## config.mk

```make
export PLATFORM = sky130hd
export DESIGN_NAME = ethernet_header_parser_flat
export DESIGN_NICKNAME = d
export VERILOG_FILES = /design/src/rtl/core/ehp_pkg.sv /design/src/rtl/core/ehp_if.sv /design/src/rtl/core/ethernet_header_parser.sv /design/src/flat_wrapper.sv
export VERILOG_INCLUDE_DIRS = /design/src /design/src/rtl/core
export SDC_FILE = /design/constraint.sdc
export NUM_CORES = 1
export LEC_CHECK = 0
export ABC_CLOCK_PERIOD_IN_PS = 29700
export BUFFER_PORTS_ARGS = -buffer_cell sky130_fd_sc_hd__buf_4
export CORE_MARGIN = 5
export CORE_UTILIZATION = 35
export DETAILED_ROUTE_END_ITERATION = 10
export GPL_TIMING_DRIVEN = 0
export PLACE_DENSITY_LB_ADDON = 0.12
export REMOVE_ABC_BUFFERS = 1
export SYNTH_ARGS = -nofsm -noshare
export SYNTH_HDL_FRONTEND = slang
export SYNTH_SLANG_ARGS = --single-unit
```

## constraint.sdc

```tcl
create_clock -name clk -period 29.7 [get_ports clk]
set_input_delay 1.485 -clock clk [delete_from_list [all_inputs] [get_ports clk]]
set_output_delay 1.485 -clock clk [all_outputs]
set_load 0.05 [all_outputs]
```

## src/rtl/core/ethernet_header_parser_assert.svh

```systemverilog
// assertion macros for the ethernet header parser
// expects clk and rst in the scope of use
`ifndef ETHERNET_HEADER_PARSER_ASSERT_SVH
`define ETHERNET_HEADER_PARSER_ASSERT_SVH

// same-cycle implication
`define EHP_ASSERT_NOW(label, ante, cons, msg) \
  label: assert property (@(posedge clk) disable iff (rst) (ante) |-> (cons)) else $error(msg);

// next-cycle implication
`define EHP_ASSERT_NEXT(label, ante, cons, msg) \
  label: assert property (@(posedge clk) disable iff (rst) (ante) |=> (cons)) else $error(msg);

`endif

```

## src/rtl/core/ehp_pkg.sv

```systemverilog
// ethernet header parser package
// record kinds, frame classes and header constants; no dependencies
package ehp_pkg;

  localparam int HdrKeep = 58;

  localparam logic [15:0] ET_IPV4 = 16'h0800;
  localparam logic [15:0] ET_ARP  = 16'h0806;
  localparam logic [15:0] ET_IPV6 = 16'h86DD;
  localparam logic [7:0]  PR_ICMP  = 8'd1;
  localparam logic [7:0]  PR_TCP   = 8'd6;
  localparam logic [7:0]  PR_UDP   = 8'd17;
  localparam logic [7:0]  PR_ICMP6 = 8'd58;

  localparam logic [3:0] KIND_SUMMARY = 4'd0;
  localparam logic [3:0] KIND_DST_MAC = 4'd1;
  localparam logic [3:0] KIND_SRC_MAC = 4'd2;
  localparam logic [3:0] KIND_IPV4    = 4'd3;
  localparam logic [3:0] KIND_IP_INFO = 4'd4;
  localparam logic [3:0] KIND_L4      = 4'd5;
  localparam logic [3:0] KIND_ARP     = 4'd6;
  localparam logic [3:0] KIND_SRC_HI  = 4'd7;
  localparam logic [3:0] KIND_SRC_LO  = 4'd8;
  localparam logic [3:0] KIND_DST_HI  = 4'd9;
  localparam logic [3:0] KIND_DST_LO  = 4'd10;

  localparam logic [3:0] CLS_RUNT       = 4'd0;
  localparam logic [3:0] CLS_IPV4_SHORT = 4'd1;
  localparam logic [3:0] CLS_IPV4_UDP   = 4'd2;
  localparam logic [3:0] CLS_IPV4_TCP   = 4'd3;
  localparam logic [3:0] CLS_IPV4_ICMP  = 4'd4;
  localparam logic [3:0] CLS_IPV4_OTHER = 4'd5;
  localparam logic [3:0] CLS_ARP_SHORT  = 4'd6;
  localparam logic [3:0] CLS_ARP_REQ    = 4'd7;
  localparam logic [3:0] CLS_ARP_REPLY  = 4'd8;
  localparam logic [3:0] CLS_IPV6_SHORT = 4'd9;
  localparam logic [3:0] CLS_IPV6_UDP   = 4'd10;
  localparam logic [3:0] CLS_IPV6_TCP   = 4'd11;
  localparam logic [3:0] CLS_ICMPV6     = 4'd12;
  localparam logic [3:0] CLS_IPV6_OTHER = 4'd13;
  localparam logic [3:0] CLS_UNKNOWN    = 4'd14;

  localparam int MaxRec = 9;

  typedef struct packed {
    logic [3:0]  kind;
    logic [63:0] value;
  } rec_t;

endpackage

```

## src/rtl/core/ehp_if.sv

```systemverilog
// channel interfaces of the ethernet header parser
// byte request channel and record channel; no dependencies
interface ehp_in_if;
  logic       valid;
  logic       ready;
  logic [7:0] data_byte;
  logic       frame_end;
  logic       bad_crc;
  modport source (output valid, data_byte, frame_end, bad_crc, input ready);
  modport sink (input valid, data_byte, frame_end, bad_crc, output ready);
endinterface

interface ehp_out_if;
  logic        valid;
  logic        ready;
  logic [3:0]  record_kind;
  logic [63:0] record_value;
  logic [3:0]  frame_class;
  logic        crc_flag;
  logic        last_record;
  modport source (output valid, record_kind, record_value, frame_class, crc_flag,
                  last_record, input ready);
  modport sink (input valid, record_kind, record_value, frame_class, crc_flag,
                last_record, output ready);
endinterface

```

## src/rtl/core/ethernet_header_parser.sv

```systemverilog
// ethernet header parser top level
// depends on ehp_pkg, ehp_if.sv and ethernet_header_parser_assert.svh
//
//  channel  | dir | payload
//  in_ch    | in  | data_byte, frame_end, bad_crc
//  out_ch   | out | record_kind, record_value, frame_class, crc_flag, last_record
//
// one byte per cycle; header bytes are caught at fixed places as they arrive
// decode after the last byte once the buffer is free; one record per ready cycle
// the input stalls only while a finished frame waits for the record buffer
// synchronous reset clears counters and handshake state, no clearing pass
`include "ethernet_header_parser_assert.svh"

module ethernet_header_parser
  import ehp_pkg::*;
(
  input logic      clk,
  input logic      rst,
  ehp_in_if.sink   in_ch,
  ehp_out_if.source out_ch
);

  logic [7:0]  hdr [HdrKeep];
  logic [7:0]  l4b [4];
  logic [15:0] cnt;
  logic [15:0] len;
  logic [15:0] len_r;
  logic        crc_r;
  logic        end_pend;
  logic        busy;
  logic [3:0]  idx;
  logic [3:0]  nrec;
  logic [3:0]  cls_r;
  logic        crcf_r;
  rec_t        slot [MaxRec];

  logic        in_acc;
  logic        out_acc;
  logic        load;
  logic [3:0]  ihl_nib;
  logic [15:0] l4pos;
  logic [15:0] l4diff;

  logic [7:0]  hm [HdrKeep];
  logic [7:0]  lm [4];
  rec_t        dslot [MaxRec];
  logic [3:0]  dn;
  logic [3:0]  dcls;
  logic        dcrc;

  assign in_acc  = in_ch.valid && in_ch.ready;
  assign out_acc = out_ch.valid && out_ch.ready;
  assign load    = end_pend && !busy;
  assign in_ch.ready = !(end_pend && busy);

  assign len     = (cnt == 16'hFFFF) ? 16'hFFFF : cnt + 16'd1;
  assign ihl_nib = (cnt == 16'd14) ? in_ch.data_byte[3:0] : hdr[14][3:0];
  assign l4pos   = 16'd14 + {10'd0, ihl_nib, 2'b00};
  assign l4diff  = cnt - l4pos;

  // byte capture
  always_ff @(posedge clk) begin
    if (in_acc) begin
      for (int i = 0; i < HdrKeep; i++) begin
        if (cnt == 16'(i)) hdr[i] <= in_ch.data_byte;
      end
      if (cnt >= l4pos && l4diff < 16'd4) l4b[l4diff[1:0]] <= in_ch.data_byte;
      len_r <= len;
      crc_r <= in_ch.bad_crc;
    end
  end

  always_ff @(posedge clk) begin
    if (rst) begin
      cnt      <= '0;
      end_pend <= 1'b0;
    end else begin
      if (in_acc) begin
        if (in_ch.frame_end) begin
          cnt <= '0;
        end else if (cnt != 16'hFFFF) begin
          cnt <= cnt + 16'd1;
        end
      end
      if (in_acc && in_ch.frame_end) begin
        end_pend <= 1'b1;
      end else if (load) begin
        end_pend <= 1'b0;
      end
    end
  end

  // decode
  always_comb begin
    logic [5:0]  ihl4;
    logic [15:0] tot;
    logic [16:0] l4p;
    logic [15:0] etype;
    logic [7:0]  proto;
    for (int i = 0; i < HdrKeep; i++) begin
      hm[i] = (16'(i) < len_r) ? hdr[i] : 8'd0;
    end
    ihl4  = {hm[14][3:0], 2'b00};
    tot   = {hm[16], hm[17]};
    l4p   = 17'd14 + {11'd0, ihl4};
    etype = {hm[12], hm[13]};
    for (int k = 0; k < 4; k++) begin
      lm[k] = ((l4p + 17'(k)) < {1'b0, len_r}) ? l4b[k] : 8'd0;
    end
    for (int i = 0; i < MaxRec; i++) begin
      dslot[i] = '0;
    end
    dslot[0] = '{KIND_SUMMARY, {32'd0, len_r, etype}};
    dslot[1] = '{KIND_DST_MAC, {16'd0, hm[0], hm[1], hm[2], hm[3], hm[4], hm[5]}};
    dslot[2] = '{KIND_SRC_MAC, {16'd0, hm[6], hm[7], hm[8], hm[9], hm[10], hm[11]}};
    dcrc  = crc_r;
    dn    = 4'd3;
    dcls  = CLS_UNKNOWN;
    proto = hm[23];
    if (len_r < 16'd14) begin
      dn   = 4'd1;
      dcls = CLS_RUNT;
      dcrc = 1'b0;
    end else if (etype == ET_IPV4) begin
      if (len_r < 16'd34) begin
        dcls = CLS_IPV4_SHORT;
        dcrc = 1'b0;
      end else begin
        dslot[3] = '{KIND_IPV4, {hm[26], hm[27], hm[28], hm[29],
                                 hm[30], hm[31], hm[32], hm[33]}};
        dslot[4] = '{KIND_IP_INFO, {48'd0, hm[22], proto}};
        dslot[5] = '{KIND_L4, {32'd0, lm[0], lm[1], lm[2], lm[3]}};
        dn = 4'd6;
        if (proto == PR_UDP && {1'b0, tot} >= {11'd0, ihl4} + 17'd8) begin
          dcls = CLS_IPV4_UDP;
        end else if (proto == PR_TCP && {1'b0, tot} >= {11'd0, ihl4} + 17'd20) begin
          dcls = CLS_IPV4_TCP;
        end else if (proto == PR_ICMP) begin
          dcls = CLS_IPV4_ICMP;
          dslot[5].value = {48'd0, lm[0], lm[1]};
        end else begin
          dcls = CLS_IPV4_OTHER;
          dn   = 4'd5;
        end
      end
    end else if (etype == ET_ARP) begin
      if (len_r >= 16'd42) begin
        dcls = ({hm[20], hm[21]} == 16'd1) ? CLS_ARP_REQ : CLS_ARP_REPLY;
        dslot[3] = '{KIND_ARP, {hm[28], hm[29], hm[30], hm[31],
                                hm[38], hm[39], hm[40], hm[41]}};
        dn = 4'd4;
      end else begin
        dcls = CLS_ARP_SHORT;
      end
    end else if (etype == ET_IPV6) begin
      if (len_r < 16'd54) begin
        dcls = CLS_IPV6_SHORT;
        dcrc = 1'b0;
      end else begin
        proto = hm[20];
        dslot[3] = '{KIND_SRC_HI, {hm[22], hm[23], hm[24], hm[25],
                                   hm[26], hm[27], hm[28], hm[29]}};
        dslot[4] = '{KIND_SRC_LO, {hm[30], hm[31], hm[32], hm[33],
                                   hm[34], hm[35], hm[36], hm[37]}};
        dslot[5] = '{KIND_DST_HI, {hm[38], hm[39], hm[40], hm[41],
                                   hm[42], hm[43], hm[44], hm[45]}};
        dslot[6] = '{KIND_DST_LO, {hm[46], hm[47], hm[48], hm[49],
                                   hm[50], hm[51], hm[52], hm[53]}};
        dslot[7] = '{KIND_IP_INFO, {56'd0, proto}};
        dslot[8] = '{KIND_L4, {32'd0, hm[54], hm[55], hm[56], hm[57]}};
        dn = 4'd9;
        if (proto == PR_UDP && len_r >= 16'd62) begin
          dcls = CLS_IPV6_UDP;
        end else if (proto == PR_ICMP6) begin
          dcls = CLS_ICMPV6;
          dslot[8].value = {48'd0, hm[54], hm[55]};
        end else if (proto == PR_TCP) begin
          dcls = CLS_IPV6_TCP;
        end else begin
          dcls = CLS_IPV6_OTHER;
          dn   = 4'd8;
        end
      end
    end
  end

  // record buffer
  always_ff @(posedge clk) begin
    if (load) begin
      for (int i = 0; i < MaxRec; i++) begin
        slot[i] <= dslot[i];
      end
      nrec   <= dn;
      cls_r  <= dcls;
      crcf_r <= dcrc;
    end
  end

  always_ff @(posedge clk) begin
    if (rst) begin
      busy <= 1'b0;
      idx  <= '0;
    end else if (load) begin
      busy <= 1'b1;
      idx  <= '0;
    end else if (out_acc) begin
      if (idx == nrec - 4'd1) begin
        busy <= 1'b0;
      end else begin
        idx <= idx + 4'd1;
      end
    end
  end

  assign out_ch.valid        = busy;
  assign out_ch.record_kind  = slot[idx].kind;
  assign out_ch.record_value = slot[idx].value;
  assign out_ch.frame_class  = cls_r;
  assign out_ch.crc_flag     = crcf_r;
  assign out_ch.last_record  = (idx == nrec - 4'd1);

  `EHP_ASSERT_NOW(a_idx_range, busy, idx < nrec, "record index beyond count")
  `EHP_ASSERT_NEXT(a_end_pends, in_acc && in_ch.frame_end, end_pend, "frame end lost")
  `EHP_ASSERT_NEXT(a_last_drains, out_acc && out_ch.last_record, !busy, "buffer not drained")
  `EHP_ASSERT_NOW(a_hold_input, end_pend && busy, !in_ch.ready, "byte taken while frame waits")

endmodule
```

## src/flat_wrapper.sv

```systemverilog
// flat-port wrapper written by rule: the top's interface ports become plain ports
module ethernet_header_parser_flat import ehp_pkg::*;
  (clk, rst, in_ch_valid, in_ch_data_byte, in_ch_frame_end, in_ch_bad_crc, in_ch_ready, out_ch_valid, out_ch_record_kind, out_ch_record_value, out_ch_frame_class, out_ch_crc_flag, out_ch_last_record, out_ch_ready);
  ehp_in_if in_ch_i ();
  ehp_out_if out_ch_i ();
  input logic clk;
  input logic rst;
  input wire logic [$bits(in_ch_i.valid)-1:0] in_ch_valid;
  input wire logic [$bits(in_ch_i.data_byte)-1:0] in_ch_data_byte;
  input wire logic [$bits(in_ch_i.frame_end)-1:0] in_ch_frame_end;
  input wire logic [$bits(in_ch_i.bad_crc)-1:0] in_ch_bad_crc;
  output wire logic [$bits(in_ch_i.ready)-1:0] in_ch_ready;
  output wire logic [$bits(out_ch_i.valid)-1:0] out_ch_valid;
  output wire logic [$bits(out_ch_i.record_kind)-1:0] out_ch_record_kind;
  output wire logic [$bits(out_ch_i.record_value)-1:0] out_ch_record_value;
  output wire logic [$bits(out_ch_i.frame_class)-1:0] out_ch_frame_class;
  output wire logic [$bits(out_ch_i.crc_flag)-1:0] out_ch_crc_flag;
  output wire logic [$bits(out_ch_i.last_record)-1:0] out_ch_last_record;
  input wire logic [$bits(out_ch_i.ready)-1:0] out_ch_ready;
  assign in_ch_i.valid = in_ch_valid;
  assign in_ch_i.data_byte = in_ch_data_byte;
  assign in_ch_i.frame_end = in_ch_frame_end;
  assign in_ch_i.bad_crc = in_ch_bad_crc;
  assign in_ch_ready = in_ch_i.ready;
  assign out_ch_valid = out_ch_i.valid;
  assign out_ch_record_kind = out_ch_i.record_kind;
  assign out_ch_record_value = out_ch_i.record_value;
  assign out_ch_frame_class = out_ch_i.frame_class;
  assign out_ch_crc_flag = out_ch_i.crc_flag;
  assign out_ch_last_record = out_ch_i.last_record;
  assign out_ch_i.ready = out_ch_ready;
  ethernet_header_parser u_core (.clk(clk), .rst(rst), .in_ch(in_ch_i), .out_ch(out_ch_i));
endmodule
```

==> flow_summary.yaml, run 1 <==
route:
  post-route-drc-count: 0
  routed_via_density: 5.28
  ant_nets: 0
  routed_wirelength_mm: 114
  vias: 23200
  wire_per_inst_um: 25.8
  dr.pass1.iters: 5
  drt_iter0_markers: 1977
floorplan:
  die-area_mm2: 0.119
  die_w_um: 346
  die_h_um: 346
  core_area_mm2: 0.112
  start_util_pct: 35.1
  io_pins: 90
  rows: 123
synth:
  yosysSeqAreaShare_pct: 71.7
  ys_ff_latch: 950
  synthTopCellsByArea: "edfxtp_1 (70%), nand2_1 (2.8%), and2_1 (2.4%), mux4_2 (2.3%), mux2i_1 (2.0%)"
  synth_edf_count: 924
  synth_commonest_cells: "edfxtp_1 (924), nand2_1 (298), nor2_1 (180)"
  ys_warn_count: 0
  synth_cell_types: 78
  syn_inst: 2738
  synthArstFlopShare_pct: 0
  yosys.area.top_type: "edfxtp_1"
  synth-main-ff-cell: "edfxtp_1"
  netlist_area_mm2: 0.0394
  yosysMostFrequentCell: "edfxtp_1"
  syn_avg_cell_area_um2: 14.4
  synth_top_area_share_pct: 70.4
power_and_ir_drop:
  p_comb_share_pct: 2.9
  p_int_mw: 2.23
  p_switching_mw: 0.596
  seq_power_share_pct: 52.8
  max-vdd-ir-drop_mv: 0.0424
  leakage_nw: 15.0
  powerDensity_mw_per_mm2: 62.0
  sw_frac_of_total_pct: 21.1
  clkPwrFrac_pct: 44.3
layout:
  fin_nets: 2877
  area_delta_synth_final_pct: 15.5
  instances_no_fill: 4402
  finalInstanceArea_mm2: 0.0455
  layout-drive-gt1-share_pct: 12.7
sta:
  worstMarginPinSlew_ns: 1.32
  slew_viol_final: 0
  skew_ns: 0.0186
  rsz0062_at_grt: "false"
  post-route-min-period_ns: 6.00
  setup_viol: 0
  max_freq_mhz: 167
  max_slew_margin_pct: 11.1
  finalCritPeriodShare_pct: 20.2
  hold_viol_final: 0
cts:
  root_buffer: "clkbuf_16"
  cts.sinks: 950
  htreeDepth: 3
  clk_pin_slew_ns: 0.06
  numCtsBuffers: 102
  tritoncts: "built"
  cts_setup_buffers: 0
  hold_buffers: 0
  cts_resized: 0
  clkLatencyLatePin_ns: 0.67
  cts_buffer_depth: 3
worst_setup_path:
  worstPathArrival_ns: 6.36
  cp_common_cell: "o221ai_1"
  worstPathRequired_ns: 30.06
  cp-start-kind: "flop"
  path_cells: "or4_4 -> nor4_4 -> nand2_1 -> nand2_1 -> inv_1 -> ha_1 -> a31oi_1 -> o221ai_1 -> and4_1 -> ha_1 -> nand3_1 -> or4_1 -> a21boi_0 -> o221ai_1 -> o221ai_1"
  critPathKind: "flop to flop"
  cp_max_fo: 9
  cp_top_family: "simple AND/OR/NAND/NOR gates"
  worst_path_largest_cell_delay_ns: 0.89
  critical_path.slowest_cell: "o221ai_1"
  endpoint_kind: "flop"
  timing.critical_path.buf_inv: 1
outcome:
  outcome: "finished, final reports clean"
placed_design:
  port_buffers: 89
  gpl.final_weighted_congestion: 0.808
  place_inst: 4214
  dp_hpwl_mm: 72.8
  dpl-instance-area_mm2: 0.0423
run:
  drv_cap: 0
grt:
  globalRouteTotalUtil_pct: 18.6
  gr-total-overflow: 0
  grt_max_degree: 103
  grt_first_pass_wirelength_mm: 164
  antenna_found_initial: 4
  grt_pass1_vias: 23400
worst_hold_path:
  hold_path_class: "flop to flop"
==> power groups by stage <==
stage               Clock (mW)  Combinational (mW)  Sequential (mW)
global placement             0              0.0760             1.55
global route              1.34              0.0881             1.49
finish                    1.25              0.0823             1.49
CTS                       1.28              0.0842             1.49
detailed placement           0              0.0841             1.52
floorplan                    0              0.0378             1.54
==> worst paths after layout <==
path / slack [ns] / end / cells after the start / startpoint
setup reg to reg: 23.70 / u_core.slot[5][6] / 15 / u_core.len_r[5]
setup / recovery: 23.70 / u_core.slot[5][6] / 15 / u_core.len_r[5]
hold reg to reg: 0.48 / u_core.slot[0][29] / 0 / u_core.len_r[13]
hold / removal: 0.48 / u_core.slot[0][29] / 0 / u_core.len_r[13]
==> layout by cell type (no fill, tap or decap), drive strengths merged, types with 16 or more instances in the layout <==
cell type  netlist  layout
mux2i           79      79
nor2           180     180
buf             45     129
o21ai          127     127
clkbuf         107     124
o211ai          33      33
xnor2           19      19
clkinv           0      44
a211oi          22      22
inv             52      55
nand2          299     299
mux2            16      16
dfxtp           26      26
mux4            40      40
a221oi          17      17
nand3           98      98
nor2b           73      73
nor3            22      22
edfxtp         924     924
ha              43      43
and3            24      24
a22o            39      39
and2           154     154
o221ai          69      69
a21oi           83      83
==> final cells by class <==
| type | count | area [um^2] |
|---|---|---|
| Clock buffer | 124 | 2700 |
| Tap cell | 1500 | 1880 |
| Timing Repair Buffer | 129 | 1490 |
| Fill cell | 10300 | 66700 |
| Inverter | 52 | 203 |
| Sequential cell | 950 | 28300 |
| Clock inverter | 62 | 566 |
| Multi-Input combinational cell | 1584 | 10400 |
| Antenna cell | 1 | 2.50 |
==> flip-flops by register name, summed over array words and instances (netlist names), 4 cells and up, named ones only <==
signal / cells
u_core.cnt: 16
u_core.hdr: 436
u_core.idx: 4
u_core.l4b: 32
u_core.len_r: 16
u_core.nrec: 4
u_core.out_ch.frame_class: 4
u_core.slot: 430
==> through the flow <==
step | util (%) | setup WS [ns] | TNS [ns] | power [mW] | hold slack, ns
finish | 40.6 | 23.70 | 0 | 2.82 | 0.478
global route | 40.6 | 23.30 | 0 | 2.92 | 0.498
CTS | 40.6 | 23.71 | 0 | 2.85 | 0.478
detailed placement | 37.7 | 23.71 | 0 | 1.60 | 0.464
global placement | 36.9 | -1.29 | -541.27 | 1.63 | 0.463
floorplan | - | 8.57 | 0 | 1.57 | 0.442
==> metal layers <==
metal  track usage (%)  share of wire (%)  vias up
met2              30.0                 47      698
met4              5.55                2.5        2
met5                 0             0.0088        -
li1                  -                  -    10600
met1              25.8                 45    11800
met3              3.23                5.6      163
==> cells by family after synthesis <==
kind of cell               synth area share, %
buffers and inverters                     2.03
and+or+nand+nor                           11.6
muxes                                     4.75
xor gates and xnor gates                 0.578
adders and majority gates                 1.44
AOI/OAI and AO/OA                         7.86
DFF                                       71.7
(Power assumes the default switching activity.)
==> run 2: changes to the inputs <==
--- a/config.mk
+++ b/config.mk
@@ -6,7 +6,8 @@
 export SDC_FILE = /design/constraint.sdc
 export NUM_CORES = 1
 export LEC_CHECK = 0
-export ABC_CLOCK_PERIOD_IN_PS = 29700
+export ABC_AREA = 1
+export ABC_CLOCK_PERIOD_IN_PS = 5200
 export BUFFER_PORTS_ARGS = -buffer_cell sky130_fd_sc_hd__buf_4
 export CORE_MARGIN = 5
 export CORE_UTILIZATION = 35
==> constraint.sdc (replaced) <==
create_clock -name clk -period 5.2 [get_ports clk]
set_input_delay 0.26 -clock clk [delete_from_list [all_inputs] [get_ports clk]]
set_output_delay 0.26 -clock clk [all_outputs]
set_load 0.05 [all_outputs]
==> run 2 against run 1 <==
  * Wire length rose by 14%
  * Final cell count rose by 20%
  * Non-clock buffer count rose by 5
  * Area after synthesis rose by 3.0%
  * Sequential share of layout area fell by 2.0 points
  * First-iteration DRC count rose by 25%
  * Via count rose by 15%
  * Highest routed layer is now met4
==> flow_summary.yaml, run 2 <==
grt:
  globalRouteTotalUtil_pct: 21.0
  grt_pass1_vias: 25900
  grt_max_degree: 105
  grt_first_pass_wirelength_mm: 187
  gr-total-overflow: 0
  antenna_found_initial: 5
worst_setup_path:
  worstPathRequired_ns: 5.56
  cp_max_fo: 12
  cp-start-kind: "flop"
  critPathKind: "flop to flop"
  endpoint_kind: "flop"
  worstPathArrival_ns: 5.11
floorplan:
  die-area_mm2: 0.123
  io_pins: 90
  rows: 125
  die_h_um: 351
  die_w_um: 351
  core_area_mm2: 0.116
  start_util_pct: 35.1
synth:
  ys_warn_count: 0
  yosysSeqAreaShare_pct: 69.6
  synth_commonest_cells: "edfxtp_1 (924), nor2_1 (616), nand2_1 (602)"
  synth-main-ff-cell: "edfxtp_1"
  netlist_area_mm2: 0.0406
  syn_inst: 3576
  ys_ff_latch: 950
  yosys.area.top_type: "edfxtp_1"
  synthArstFlopShare_pct: 0
  synth_top_area_share_pct: 68.3
  synth_cell_types: 48
  syn_avg_cell_area_um2: 11.4
  yosysMostFrequentCell: "edfxtp_1"
  synth_edf_count: 924
  synthTopCellsByArea: "edfxtp_1 (68%), nor2_1 (5.7%), nand2_1 (5.6%), inv_1 (3.4%), nand3_1 (3.0%)"
cts:
  cts.sinks: 950
  numCtsBuffers: 105
  clk_pin_slew_ns: 0.06
  tritoncts: "built"
  htreeDepth: 3
  clkLatencyLatePin_ns: 0.69
  cts_buffer_depth: 3
  root_buffer: "clkbuf_16"
sta:
  finalCritPeriodShare_pct: 91.3
  post-route-min-period_ns: 4.75
  skew_ns: 0.0229
  worstMarginPinSlew_ns: 1.40
  slew_viol_final: 0
  rsz0062_at_grt: "false"
  max_slew_margin_pct: 6.92
  tns_ns: 0
  max_freq_mhz: 211
  hold_ws_ns: 0.0436
  setup_viol: 0
  hold_viol_final: 0
route:
  drt_iter0_markers: 2470
  post-route-drc-count: 0
  ant_nets: 0
  vias: 26700
  dr.pass1.iters: 5
  routed_wirelength_mm: 130
  wire_per_inst_um: 24.6
  routed_via_density: 5.06
layout:
  fin_nets: 3720
  fillers: 11000
  top_register: "u_core.hdr"
  layout_common_cells: "edfxtp_1 (924), nor2_1 (605), nand2_1 (601), inv_1 (368), nand3_1 (237)"
  area_delta_synth_final_pct: 15.8
  largest_reg_flops: 436
  layout-drive-gt1-share_pct: 9.59
  final_common_cell: "edfxtp_1"
  finish.utilization_pct: 40.6
run:
  drv_cap: 0
placed_design:
  port_buffers: 89
  gpl.final_weighted_congestion: 0.869
  dp_hpwl_mm: 84.4
power_and_ir_drop:
  leakage_nw: 17.4
  powerDensity_mw_per_mm2: 355
  max-vdd-ir-drop_mv: 0.274
worst_hold_path:
  hold_path_class: "input port to flop"
outcome:
  outcome: "finished, final reports clean"
[run 2: repair_timing]
item | in CTS | in global routing
hold buffers | 3 | 0
pin swaps | 0 | 1
setup endpoints to repair | 22 | 41
hold endpoints to repair | 16 | 0
gates resized for setup | 1 | 15
setup buffers | 0 | 1
[run 2: metrics by stage]
step | cells | worst slack, ns | area (um^2) | power (mW)
floorplan | 3421 | -15.02 | 39900 | 9.12
global placement | 5034 | -26.67 | 42500 | 9.53
detailed placement | 5075 | -0.133 | 43500 | 9.41
global route | 5277 | 0.142 | 47000 | 17.2
CTS | 5276 | -0.153 | 46900 | 16.8
finish | 5280 | 0.455 | 47000 | 16.7
[run 2: worst paths after layout]
check                        start  depth (start not counted)                  to  slack [ns]
setup reg to reg   u_core.len_r[8]                         22  u_core.slot[5][11]        0.45
hold reg to reg   u_core.len_r[15]                          0  u_core.slot[0][31]        0.45
setup / recovery   u_core.len_r[8]                         22  u_core.slot[5][11]        0.45
hold / removal     in_ch_frame_end                          3     u_core.end_pend        0.04
[run 2: area by class of cell]
type                       count  area, um^2  area share, %
sequential                   950       28300           60.2
multi-input combinational   2094       10400           22.0
clock buffer                 127        2770           5.90
tap                         1524        1910           4.06
timing repair buffer         134        1600           3.41
inverter                     377        1440           3.06
clock inverter                71         639           1.36
antenna                        3        7.51         0.0160
[run 2: kinds of logic after synthesis]
group,synth area share (%)
adders and majority gates,1.40
buffers and inverters,5.21
DFF,69.6
and+or+nand+nor,15.8
AOI/OAI and AO/OA,7.47
xor gates and xnor gates,0.539
[run 2: layer usage]
layer  GRT usage (%)  vias up  part of all wire, %
met5               0        -                    0
met4            5.63        0                  2.5
met3            2.17      156                  5.2
met2            35.1      762                   48
met1            29.4    13200                   44
li1                -    12600                    -
[run 2: where the power goes]
group | total (mW) | switching [mW] | internal (mW)
registers | 8.56 | 0.0596 | 8.50
clock network | 7.44 | 3.15 | 4.29
logic | 0.685 | 0.519 | 0.167
[run 2: worst max-delay path, stage by stage (launching register included)]
cell and delay, ns:
edfxtp_1 0.51, nor2_1 0.14, nand2_1 0.10, nor2_4 0.38, nand2_1 0.30, nor2_2 0.31
inv_1 0.07, nand2_1 0.12, inv_1 0.15, ha_1 0.21, inv_1 0.08, nand2_1 0.07
xor2_1 0.19, nor2_1 0.09, ha_1 0.32, nand4_1 0.16, a21oi_1 0.14, or2_2 0.14
nand2_1 0.25, nand3_1 0.21, nand2_1 0.07, o211ai_1 0.16, nand2_1 0.25
